`src/sv/sha256_message_digest_defines.svh`:
```
// Assertion macros shared by the digest block.
`ifndef SHA256_MESSAGE_DIGEST_DEFINES_SVH
`define SHA256_MESSAGE_DIGEST_DEFINES_SVH

// Same-cycle implication, sampled on clk, off during rst.
`define SHA_ASSERT_IMPL(label, ante, cons) \
  label: assert property (@(posedge clk) disable iff (rst) (ante) |-> (cons)) \
    else $error("sha256 check failed");

// Next-cycle implication, sampled on clk, off during rst.
`define SHA_ASSERT_NEXT(label, ante, cons) \
  label: assert property (@(posedge clk) disable iff (rst) (ante) |=> (cons)) \
    else $error("sha256 check failed");

`endif

```
`src/sv/sha256_pkg.sv`:
```
// Types, constants and round tables for the SHA-256 digest block.
package sha256_pkg;

  typedef logic [31:0] word_t;
  typedef logic [7:0][31:0] vars_t;

  typedef enum logic [2:0] {
    S_IDLE,
    S_PAD,
    S_ROUND,
    S_UPDATE,
    S_OUT
  } state_t;

  typedef struct packed {
    logic [7:0] data_byte;
    logic       byte_valid;
    logic       last_byte;
  } msg_t;

  typedef struct packed {
    logic [63:0] digest_word;
    logic [1:0]  word_index;
    logic        final_word;
  } dig_t;

  localparam logic [7:0] PAD_MARK  = 8'h80;
  localparam logic [5:0] FILL_LAST = 6'd63;
  localparam logic [5:0] ROUND_LAST = 6'd63;
  localparam logic [1:0] WORD_LAST = 2'd3;

  localparam word_t HASH_IV [8] = '{
    32'h6a09e667, 32'hbb67ae85, 32'h3c6ef372, 32'ha54ff53a,
    32'h510e527f, 32'h9b05688c, 32'h1f83d9ab, 32'h5be0cd19
  };

  localparam word_t ROUND_K [64] = '{
    32'h428a2f98, 32'h71374491, 32'hb5c0fbcf, 32'he9b5dba5,
    32'h3956c25b, 32'h59f111f1, 32'h923f82a4, 32'hab1c5ed5,
    32'hd807aa98, 32'h12835b01, 32'h243185be, 32'h550c7dc3,
    32'h72be5d74, 32'h80deb1fe, 32'h9bdc06a7, 32'hc19bf174,
    32'he49b69c1, 32'hefbe4786, 32'h0fc19dc6, 32'h240ca1cc,
    32'h2de92c6f, 32'h4a7484aa, 32'h5cb0a9dc, 32'h76f988da,
    32'h983e5152, 32'ha831c66d, 32'hb00327c8, 32'hbf597fc7,
    32'hc6e00bf3, 32'hd5a79147, 32'h06ca6351, 32'h14292967,
    32'h27b70a85, 32'h2e1b2138, 32'h4d2c6dfc, 32'h53380d13,
    32'h650a7354, 32'h766a0abb, 32'h81c2c92e, 32'h92722c85,
    32'ha2bfe8a1, 32'ha81a664b, 32'hc24b8b70, 32'hc76c51a3,
    32'hd192e819, 32'hd6990624, 32'hf40e3585, 32'h106aa070,
    32'h19a4c116, 32'h1e376c08, 32'h2748774c, 32'h34b0bcb5,
    32'h391c0cb3, 32'h4ed8aa4a, 32'h5b9cca4f, 32'h682e6ff3,
    32'h748f82ee, 32'h78a5636f, 32'h84c87814, 32'h8cc70208,
    32'h90befffa, 32'ha4506ceb, 32'hbef9a3f7, 32'hc67178f2
  };

endpackage

```
`src/sv/sha256_round.sv`:
```
// One SHA-256 compression round and the matching message schedule step.
module sha256_round (
  input  sha256_pkg::vars_t vars,
  input  sha256_pkg::word_t k,
  input  sha256_pkg::word_t w0,
  input  sha256_pkg::word_t w1,
  input  sha256_pkg::word_t w9,
  input  sha256_pkg::word_t w14,
  output sha256_pkg::vars_t vars_next,
  output sha256_pkg::word_t w_next
);

  function automatic sha256_pkg::word_t rotr(sha256_pkg::word_t x, int unsigned n);
    rotr = (x >> n) | (x << (32 - n));
  endfunction

  sha256_pkg::word_t big_s0;
  sha256_pkg::word_t big_s1;
  sha256_pkg::word_t ch;
  sha256_pkg::word_t maj;
  sha256_pkg::word_t t1;
  sha256_pkg::word_t t2;
  sha256_pkg::word_t sm0;
  sha256_pkg::word_t sm1;

  always_comb begin
    big_s1 = rotr(vars[4], 6) ^ rotr(vars[4], 11) ^ rotr(vars[4], 25);
    big_s0 = rotr(vars[0], 2) ^ rotr(vars[0], 13) ^ rotr(vars[0], 22);
    ch     = (vars[4] & vars[5]) ^ (~vars[4] & vars[6]);
    maj    = (vars[0] & vars[1]) ^ (vars[0] & vars[2]) ^ (vars[1] & vars[2]);
    t1     = vars[7] + big_s1 + ch + k + w0;
    t2     = big_s0 + maj;

    vars_next[7] = vars[6];
    vars_next[6] = vars[5];
    vars_next[5] = vars[4];
    vars_next[4] = vars[3] + t1;
    vars_next[3] = vars[2];
    vars_next[2] = vars[1];
    vars_next[1] = vars[0];
    vars_next[0] = t1 + t2;

    sm0    = rotr(w1, 7) ^ rotr(w1, 18) ^ (w1 >> 3);
    sm1    = rotr(w14, 17) ^ rotr(w14, 19) ^ (w14 >> 10);
    w_next = w0 + sm0 + w9 + sm1;
  end

endmodule

```
`src/sv/sha256_message_digest.sv`:
```
// SHA-256 digest over a byte stream: byte packing, padding, round sequencer, output.
//
// Bytes enter one per transaction and shift into a 512-bit block line. The 64th
// byte of a block starts compression: 64 rounds through one shared round unit,
// then an update step that folds the result into the hash, and the input stays
// stalled until that update is done. On a last transaction the sequencer feeds
// the 0x80 marker, zeros and the 64-bit bit length one byte per cycle outside
// compression (one extra block when the marker lands in the last 8 bytes of a
// block), then offers the digest as four 64-bit transactions, most significant
// first, and starts over. The input is stalled from the last transaction until
// the fourth digest word is taken.
module sha256_message_digest (
  input  logic               clk,
  input  logic               rst,
  input  logic               msg_valid,
  output logic               msg_stall,
  input  sha256_pkg::msg_t   msg,
  output logic               dig_valid,
  input  logic               dig_stall,
  output sha256_pkg::dig_t   dig
);

`include "sha256_message_digest_defines.svh"

  sha256_pkg::state_t state;
  sha256_pkg::state_t state_next;

  logic [511:0]      line;
  sha256_pkg::vars_t vars;
  sha256_pkg::vars_t vars_next;
  sha256_pkg::vars_t hash;
  sha256_pkg::word_t w_next;
  logic [5:0]        fill;
  logic [63:0]       msg_len;
  logic [5:0]        round_count;
  logic [1:0]        word_index;
  logic              pad_active;
  logic              pad_first;
  logic              need_wrap;
  logic              final_blk;

  logic              byte_go;
  logic [7:0]        byte_val;
  logic [7:0]        pad_byte;
  logic [63:0]       len_bits;

  logic              blk_take;
  logic              dig_take;
  logic              msg_clear;
  logic              out_barred;

  sha256_round u_round (
    .vars      (vars),
    .k         (sha256_pkg::ROUND_K[round_count]),
    .w0        (line[511:480]),
    .w1        (line[479:448]),
    .w9        (line[223:192]),
    .w14       (line[63:32]),
    .vars_next (vars_next),
    .w_next    (w_next)
  );

  always_comb begin
    len_bits = {msg_len[60:0], 3'b000};
    if (pad_first) begin
      pad_byte = sha256_pkg::PAD_MARK;
    end else if (need_wrap || (fill[5:3] != 3'b111)) begin
      pad_byte = 8'h00;
    end else begin
      pad_byte = 8'(len_bits >> {~fill[2:0], 3'b000});
    end
  end

  always_comb begin
    state_next = state;
    byte_go    = 1'b0;
    byte_val   = msg.data_byte;
    msg_stall  = (state != sha256_pkg::S_IDLE);
    dig_valid  = (state == sha256_pkg::S_OUT);
    case (state)
      sha256_pkg::S_IDLE: begin
        if (msg_valid) begin
          byte_go = msg.byte_valid;
          if (msg.byte_valid && (fill == sha256_pkg::FILL_LAST)) begin
            state_next = sha256_pkg::S_ROUND;
          end else if (msg.last_byte) begin
            state_next = sha256_pkg::S_PAD;
          end
        end
      end
      sha256_pkg::S_PAD: begin
        byte_go  = 1'b1;
        byte_val = pad_byte;
        if (fill == sha256_pkg::FILL_LAST) begin
          state_next = sha256_pkg::S_ROUND;
        end
      end
      sha256_pkg::S_ROUND: begin
        if (round_count == sha256_pkg::ROUND_LAST) begin
          state_next = sha256_pkg::S_UPDATE;
        end
      end
      sha256_pkg::S_UPDATE: begin
        if (final_blk) begin
          state_next = sha256_pkg::S_OUT;
        end else if (pad_active) begin
          state_next = sha256_pkg::S_PAD;
        end else begin
          state_next = sha256_pkg::S_IDLE;
        end
      end
      sha256_pkg::S_OUT: begin
        if (!dig_stall && (word_index == sha256_pkg::WORD_LAST)) begin
          state_next = sha256_pkg::S_IDLE;
        end
      end
      default: begin
        state_next = sha256_pkg::S_IDLE;
      end
    endcase
  end

  always_ff @(posedge clk) begin
    if (rst) begin
      state       <= sha256_pkg::S_IDLE;
      fill        <= '0;
      msg_len     <= '0;
      round_count <= '0;
      word_index  <= '0;
      pad_active  <= 1'b0;
      pad_first   <= 1'b0;
      need_wrap   <= 1'b0;
      final_blk   <= 1'b0;
      for (int i = 0; i < 8; i++) begin
        hash[i] <= sha256_pkg::HASH_IV[i];
      end
    end else begin
      state <= state_next;
      if ((state == sha256_pkg::S_IDLE) && msg_valid && msg.last_byte) begin
        pad_active <= 1'b1;
        pad_first  <= 1'b1;
      end
      if (byte_go) begin
        fill <= fill + 6'd1;
        if (state == sha256_pkg::S_IDLE) begin
          msg_len <= msg_len + 64'd1;
        end
      end
      if (state == sha256_pkg::S_PAD) begin
        if (pad_first) begin
          pad_first <= 1'b0;
        end
        if (fill == sha256_pkg::FILL_LAST) begin
          need_wrap <= 1'b0;
          if (!pad_first && !need_wrap) begin
            final_blk <= 1'b1;
          end
        end else if (pad_first) begin
          need_wrap <= (fill[5:3] == 3'b111);
        end
      end
      if (state == sha256_pkg::S_ROUND) begin
        round_count <= round_count + 6'd1;
      end
      if (state == sha256_pkg::S_UPDATE) begin
        for (int i = 0; i < 8; i++) begin
          hash[i] <= hash[i] + vars[i];
        end
      end
      if ((state == sha256_pkg::S_OUT) && !dig_stall) begin
        word_index <= word_index + 2'd1;
        if (word_index == sha256_pkg::WORD_LAST) begin
          msg_len    <= '0;
          pad_active <= 1'b0;
          final_blk  <= 1'b0;
          for (int i = 0; i < 8; i++) begin
            hash[i] <= sha256_pkg::HASH_IV[i];
          end
        end
      end
    end
  end

  always_ff @(posedge clk) begin
    if (byte_go) begin
      line <= {line[503:0], byte_val};
      if (fill == sha256_pkg::FILL_LAST) begin
        vars <= hash;
      end
    end else if (state == sha256_pkg::S_ROUND) begin
      line <= {line[479:0], w_next};
      vars <= vars_next;
    end
  end

  always_comb begin
    dig.digest_word = {hash[{word_index, 1'b0}], hash[{word_index, 1'b1}]};
    dig.word_index  = word_index;
    dig.final_word  = (word_index == sha256_pkg::WORD_LAST);
  end

  always_comb begin
    blk_take   = msg_valid && !msg_stall && msg.byte_valid && (fill == sha256_pkg::FILL_LAST);
    dig_take   = dig_valid && !dig_stall && dig.final_word;
    msg_clear  = (msg_len == 64'd0) && (fill == 6'd0) && !pad_active;
    out_barred = (state != sha256_pkg::S_OUT) && (state != sha256_pkg::S_UPDATE);
  end

  `SHA_ASSERT_IMPL(a_round_idle, state != sha256_pkg::S_ROUND, round_count == 6'd0)
  `SHA_ASSERT_NEXT(a_block_starts, blk_take, state == sha256_pkg::S_ROUND)
  `SHA_ASSERT_NEXT(a_digest_done, dig_take, (state == sha256_pkg::S_IDLE) && msg_clear)
  `SHA_ASSERT_NEXT(a_out_entry, out_barred, state != sha256_pkg::S_OUT)

endmodule

```
`config.mk`:
```
export PLATFORM = sky130hd
export DESIGN_NAME = sha256_message_digest
export DESIGN_NICKNAME = d
export VERILOG_FILES = /design/src/sv/sha256_pkg.sv /design/src/sv/sha256_round.sv /design/src/sv/sha256_message_digest.sv
export VERILOG_INCLUDE_DIRS = /design/src /design/src/sv
export SDC_FILE = /design/constraint.sdc
export NUM_CORES = 2
export LEC_CHECK = 0
export BUFFER_PORTS_ARGS = -buffer_cell sky130_fd_sc_hd__buf_4
export CORE_MARGIN = 10
export CORE_UTILIZATION = 35
export CTS_CLUSTER_SIZE = 40
export DETAILED_ROUTE_END_ITERATION = 16
export GPL_TIMING_DRIVEN = 1
export SETUP_SLACK_MARGIN = 0.02
export SLEW_MARGIN = 25
export SYNTH_ARGS = -nofsm -noshare
export SYNTH_HDL_FRONTEND = slang
export SYNTH_SLANG_ARGS = --single-unit
```
`constraint.sdc`:
```
create_clock -name clk -period 12.1 [get_ports clk]
set_clock_uncertainty 0.1 [all_clocks]
set_input_delay 0.605 -clock clk [delete_from_list [all_inputs] [get_ports clk]]
set_output_delay 0.605 -clock clk [all_outputs]
set_load 0.05 [all_outputs]
```
==> results.md <==
- Run status: completed
- Max-slew violations: 0
- Max_cap viols: 0
- Starting Density: a little over a third
- Total wire length: around 250000 µm
- Slew headroom: roughly 24%
- Worst-path clk slew: approximately 0.060 ns
- Async SR Flop Fraction: 0%
- Post-synth cell types: about 110
- Initial antenna violation count: 8
- Synth Warn #: 0
- Crit path buffers/inverters: 6
- Slowest cell on crit path: a2111oi_0
- Vias in the first global route: 56700
- Final period utilization: 77.5%
- CP Capture Type: flip-flop
- Worst EP arrival: ~9.8 ns
- RD Place Congestion: between 0.9 and 1
- # setup viols final: 0
- Dominant cell type by area after synthesis: edfxtp_1
- Cell count after placement: around 11000
- RSZ-0062 raised after global routing: no
- CTS tree: done
- Total Power: roughly 17000 µW
- EDFF count, synth: roughly 770
- Clk buf depth: 3
- Initial DRC count: 6555
- Total gr overflow: 0
- Non-Filler Instances: roughly 11000
- Crit path largest cell delay: around 0.64 ns
- Clk Latency, worst-skew pair: approximately 0.82 ns
- Synth-to-Final Area Change: 10.1%
- Critical Path Source Type: flip-flop
- Num ports: 83
- Peak VDD IR: roughly 0.26 mV
- Critical setup path kind: flip-flop to flip-flop
- Share of layout cells above drive strength 1: under 10%
- Synth top area share: 30.9%
- Total number of H-tree levels: 4
- Register area share after synthesis: 40.0%
- Fin area: about 0.082 mm²
- Leak: between 0.03 and 0.04 µW
- Setup TNS: 0 ns
- Post-synthesis cell count: between 8000 and 9000
- Fillcell total: between 20000 and 25000
- Row Count: around 170
- Router iterations before antenna repair: 6
- Core Region: between 0.2 and 0.25 mm²
- Hold crit path type: primary input to flip-flop
- Vias/cell: between 5 and 6
- Nets: between 8000 and 9000
- Detailed Place HPWL: between 150000 and 200000 µm
- Wire length per cell: around 23 µm
- Syn Nets: roughly 9000
- Antenna-violating nets left: 0
- Global-route usage over all layers: around a fifth
- Crit path max-delay family: compound AO/OA/AOI/OAI gates
- Die ar.: about 0.23 mm²
- Crit path max fanout: 23
- Area post-placement: about 0.078 mm²
- Die X: between 400 and 500 µm
- Util after Layout: approximately 39%
- Die Span Y: 482 µm
- DRC viols: 0
- Top cells by area, synth: edfxtp_1 (31%), nand2_1 (12%), dfxtp_1 (9.1%), ha_1 (6.7%), fa_1 (5.2%)
- Avg Synthesized Cell Area: just under 9 µm²
- Slew @ Worst Pin: 1.13 ns
- Crit path time final: about 9.4 ns
- Synth Cell Area: about 0.075 mm²
- Largest net degree at the start of global routing: 229
- Most frequent CP cell: a21oi_1
- Buffers added on ports: approximately 80
- Clk sinks: around 1100
- Primary FF master, synth: edfxtp_1
- Post-CTS Repair Setup Buffers: 0
- CTS root buf: clkbuf_16
- Fmax: between 0.1 and 0.15 GHz
- First-pass GRT wire length: roughly 380000 µm
- CTS Buf Count: ~130
- Routed vias: between 60000 and 70000
- Final Hold Fails: 0
- #FFs+latches synth: about 1100
- PwrDens: ~210 mW/mm²
- CP required: 12.52 ns
-- cells in the mapped netlist (all sizes together) (12+ instances only) --
library cell / instances
nand2: 2427
edfxtp: 768
a21oi: 533
inv: 484
o21ai: 461
ha: 400
clkbuf: 399
xnor2: 355
nor2: 354
dfxtp: 338
xor2: 259
a21o: 199
fa: 195
nand3: 128
o211ai: 116
mux4: 83
nor3: 64
buf: 63
nand2b: 60
o21bai: 56
a31oi: 52
a211oi: 50
or3: 46
nor2b: 45
o21a: 44
and3: 37
mux2i: 36
o31ai: 34
nand4: 30
nor3b: 22
and2: 18
mux2: 18
a221oi: 17
a211o: 16
o31a: 16
or2: 16
nand3b: 15
o2111ai: 15
a21boi: 14
a311oi: 13
a31o: 13
nor4: 12
-- metrics by stage --
| step | hold slack (ns) | worst slack [ns] |
|---|---|---|
| global placement | 0.346 | 2.88 |
| floorplan | 0.326 | 3.48 |
| detailed placement | 0.350 | 2.94 |
| CTS | 0.0208 | 2.87 |
| finish | 0.0815 | 2.73 |
| global route | 0.0506 | 2.20 |
-- report_power, final --
| part | total [µW] | switching [µW] | internal (µW) |
|---|---|---|---|
| combinational | 7710 | 4690 | 3020 |
| clock | 4110 | 1750 | 2360 |
| sequential | 5090 | 324 | 4760 |
-- flip-flops by register name (all words and copies together), names as in the netlist --
signal / flops
need_wrap: 1
fill: 6
round_count: 6
pad_first: 1
msg_len: 61
pad_active: 1
word_index: 2
state: 3
hash: 256
line: 512
vars: 256
final_blk: 1
-- repair_timing --
item	4_1_cts	5_1_grt
endpoints found under the hold margin	1	0
hold buffers	2	0
gates resized for setup	0	0
-- worst paths after layout --
path                            depth (start not counted)    endpoint  slack [ns]            from
worst max register to register                         36    vars[31]        2.73  round_count[0]
worst max-delay path                                   36    vars[31]        2.73  round_count[0]
worst min-delay path                                    2     fill[3]        0.08             rst
worst min register to register                          2  pad_active        0.36      pad_active
-- logic make-up after synthesis --
| kind of cell | Yosys count | synth area share (%) |
|---|---|---|
| DFF | 1106 | 40.0 |
| adders and majority gates | 598 | 12.0 |
| and+or+nand+nor | 3294 | 18.3 |
| buffers and inverters | 948 | 4.79 |
| muxes | 137 | 3.26 |
| AOI/OAI and AO/OA | 1737 | 14.5 |
| xor gates and xnor gates | 615 | 7.25 |
-- routing by layer --
layer | GRT usage (%) | vias to the layer above | wire length [µm]
met5 | 0 | - | 40
met4 | 7.58 | 6 | 9480
met3 | 3.60 | 411 | 20400
met2 | 32.0 | 2303 | 110000
met1 | 30.3 | 29600 | 114000
li1 | - | 28600 | -
-- cell type report --
class	count	area [µm²]	share of cell area (%)
Antenna cell	3	7.51	0.00914
Clock buffer	182	3740	4.55
Clock inverter	62	666	0.810
Inverter	486	1820	2.22
Multi-Input combinational cell	6381	41300	50.2
Sequential cell	1106	29800	36.3
Tap cell	2821	3530	4.30
Timing Repair Buffer	150	1270	1.55
-- worst register-to-register path: cells and delay by family (launching register included) --
family / cells / cell delay, ns
simple gates: 6 / 1.32
compound gates: 15 / 3.38
buf+inv: 6 / 0.87
fa+ha+maj: 6 / 2.44
xor+xnor: 3 / 0.64
flops: 1 / 0.30
-- cell usage in the layout (no fill, tap or decap), types with 45 or more instances in the layout --
cell and count:
buf_4 136, nor2_1 352, a211oi_1 48, nand2b_1 59, o211ai_1 116, xor2_1 259, ha_1 400, fa_1 195
xnor2_1 354, nor3_1 60, nand2_1 2423, a21o_1 197, o21ai_0 448, edfxtp_1 768, o21bai_1 55, a21oi_1 532
a31oi_1 51, mux4_2 83, clkbuf_16 135, nand3_1 126, inv_1 483, dfxtp_1 333, nor2b_1 45
Power figures use the tool's default switching activity.
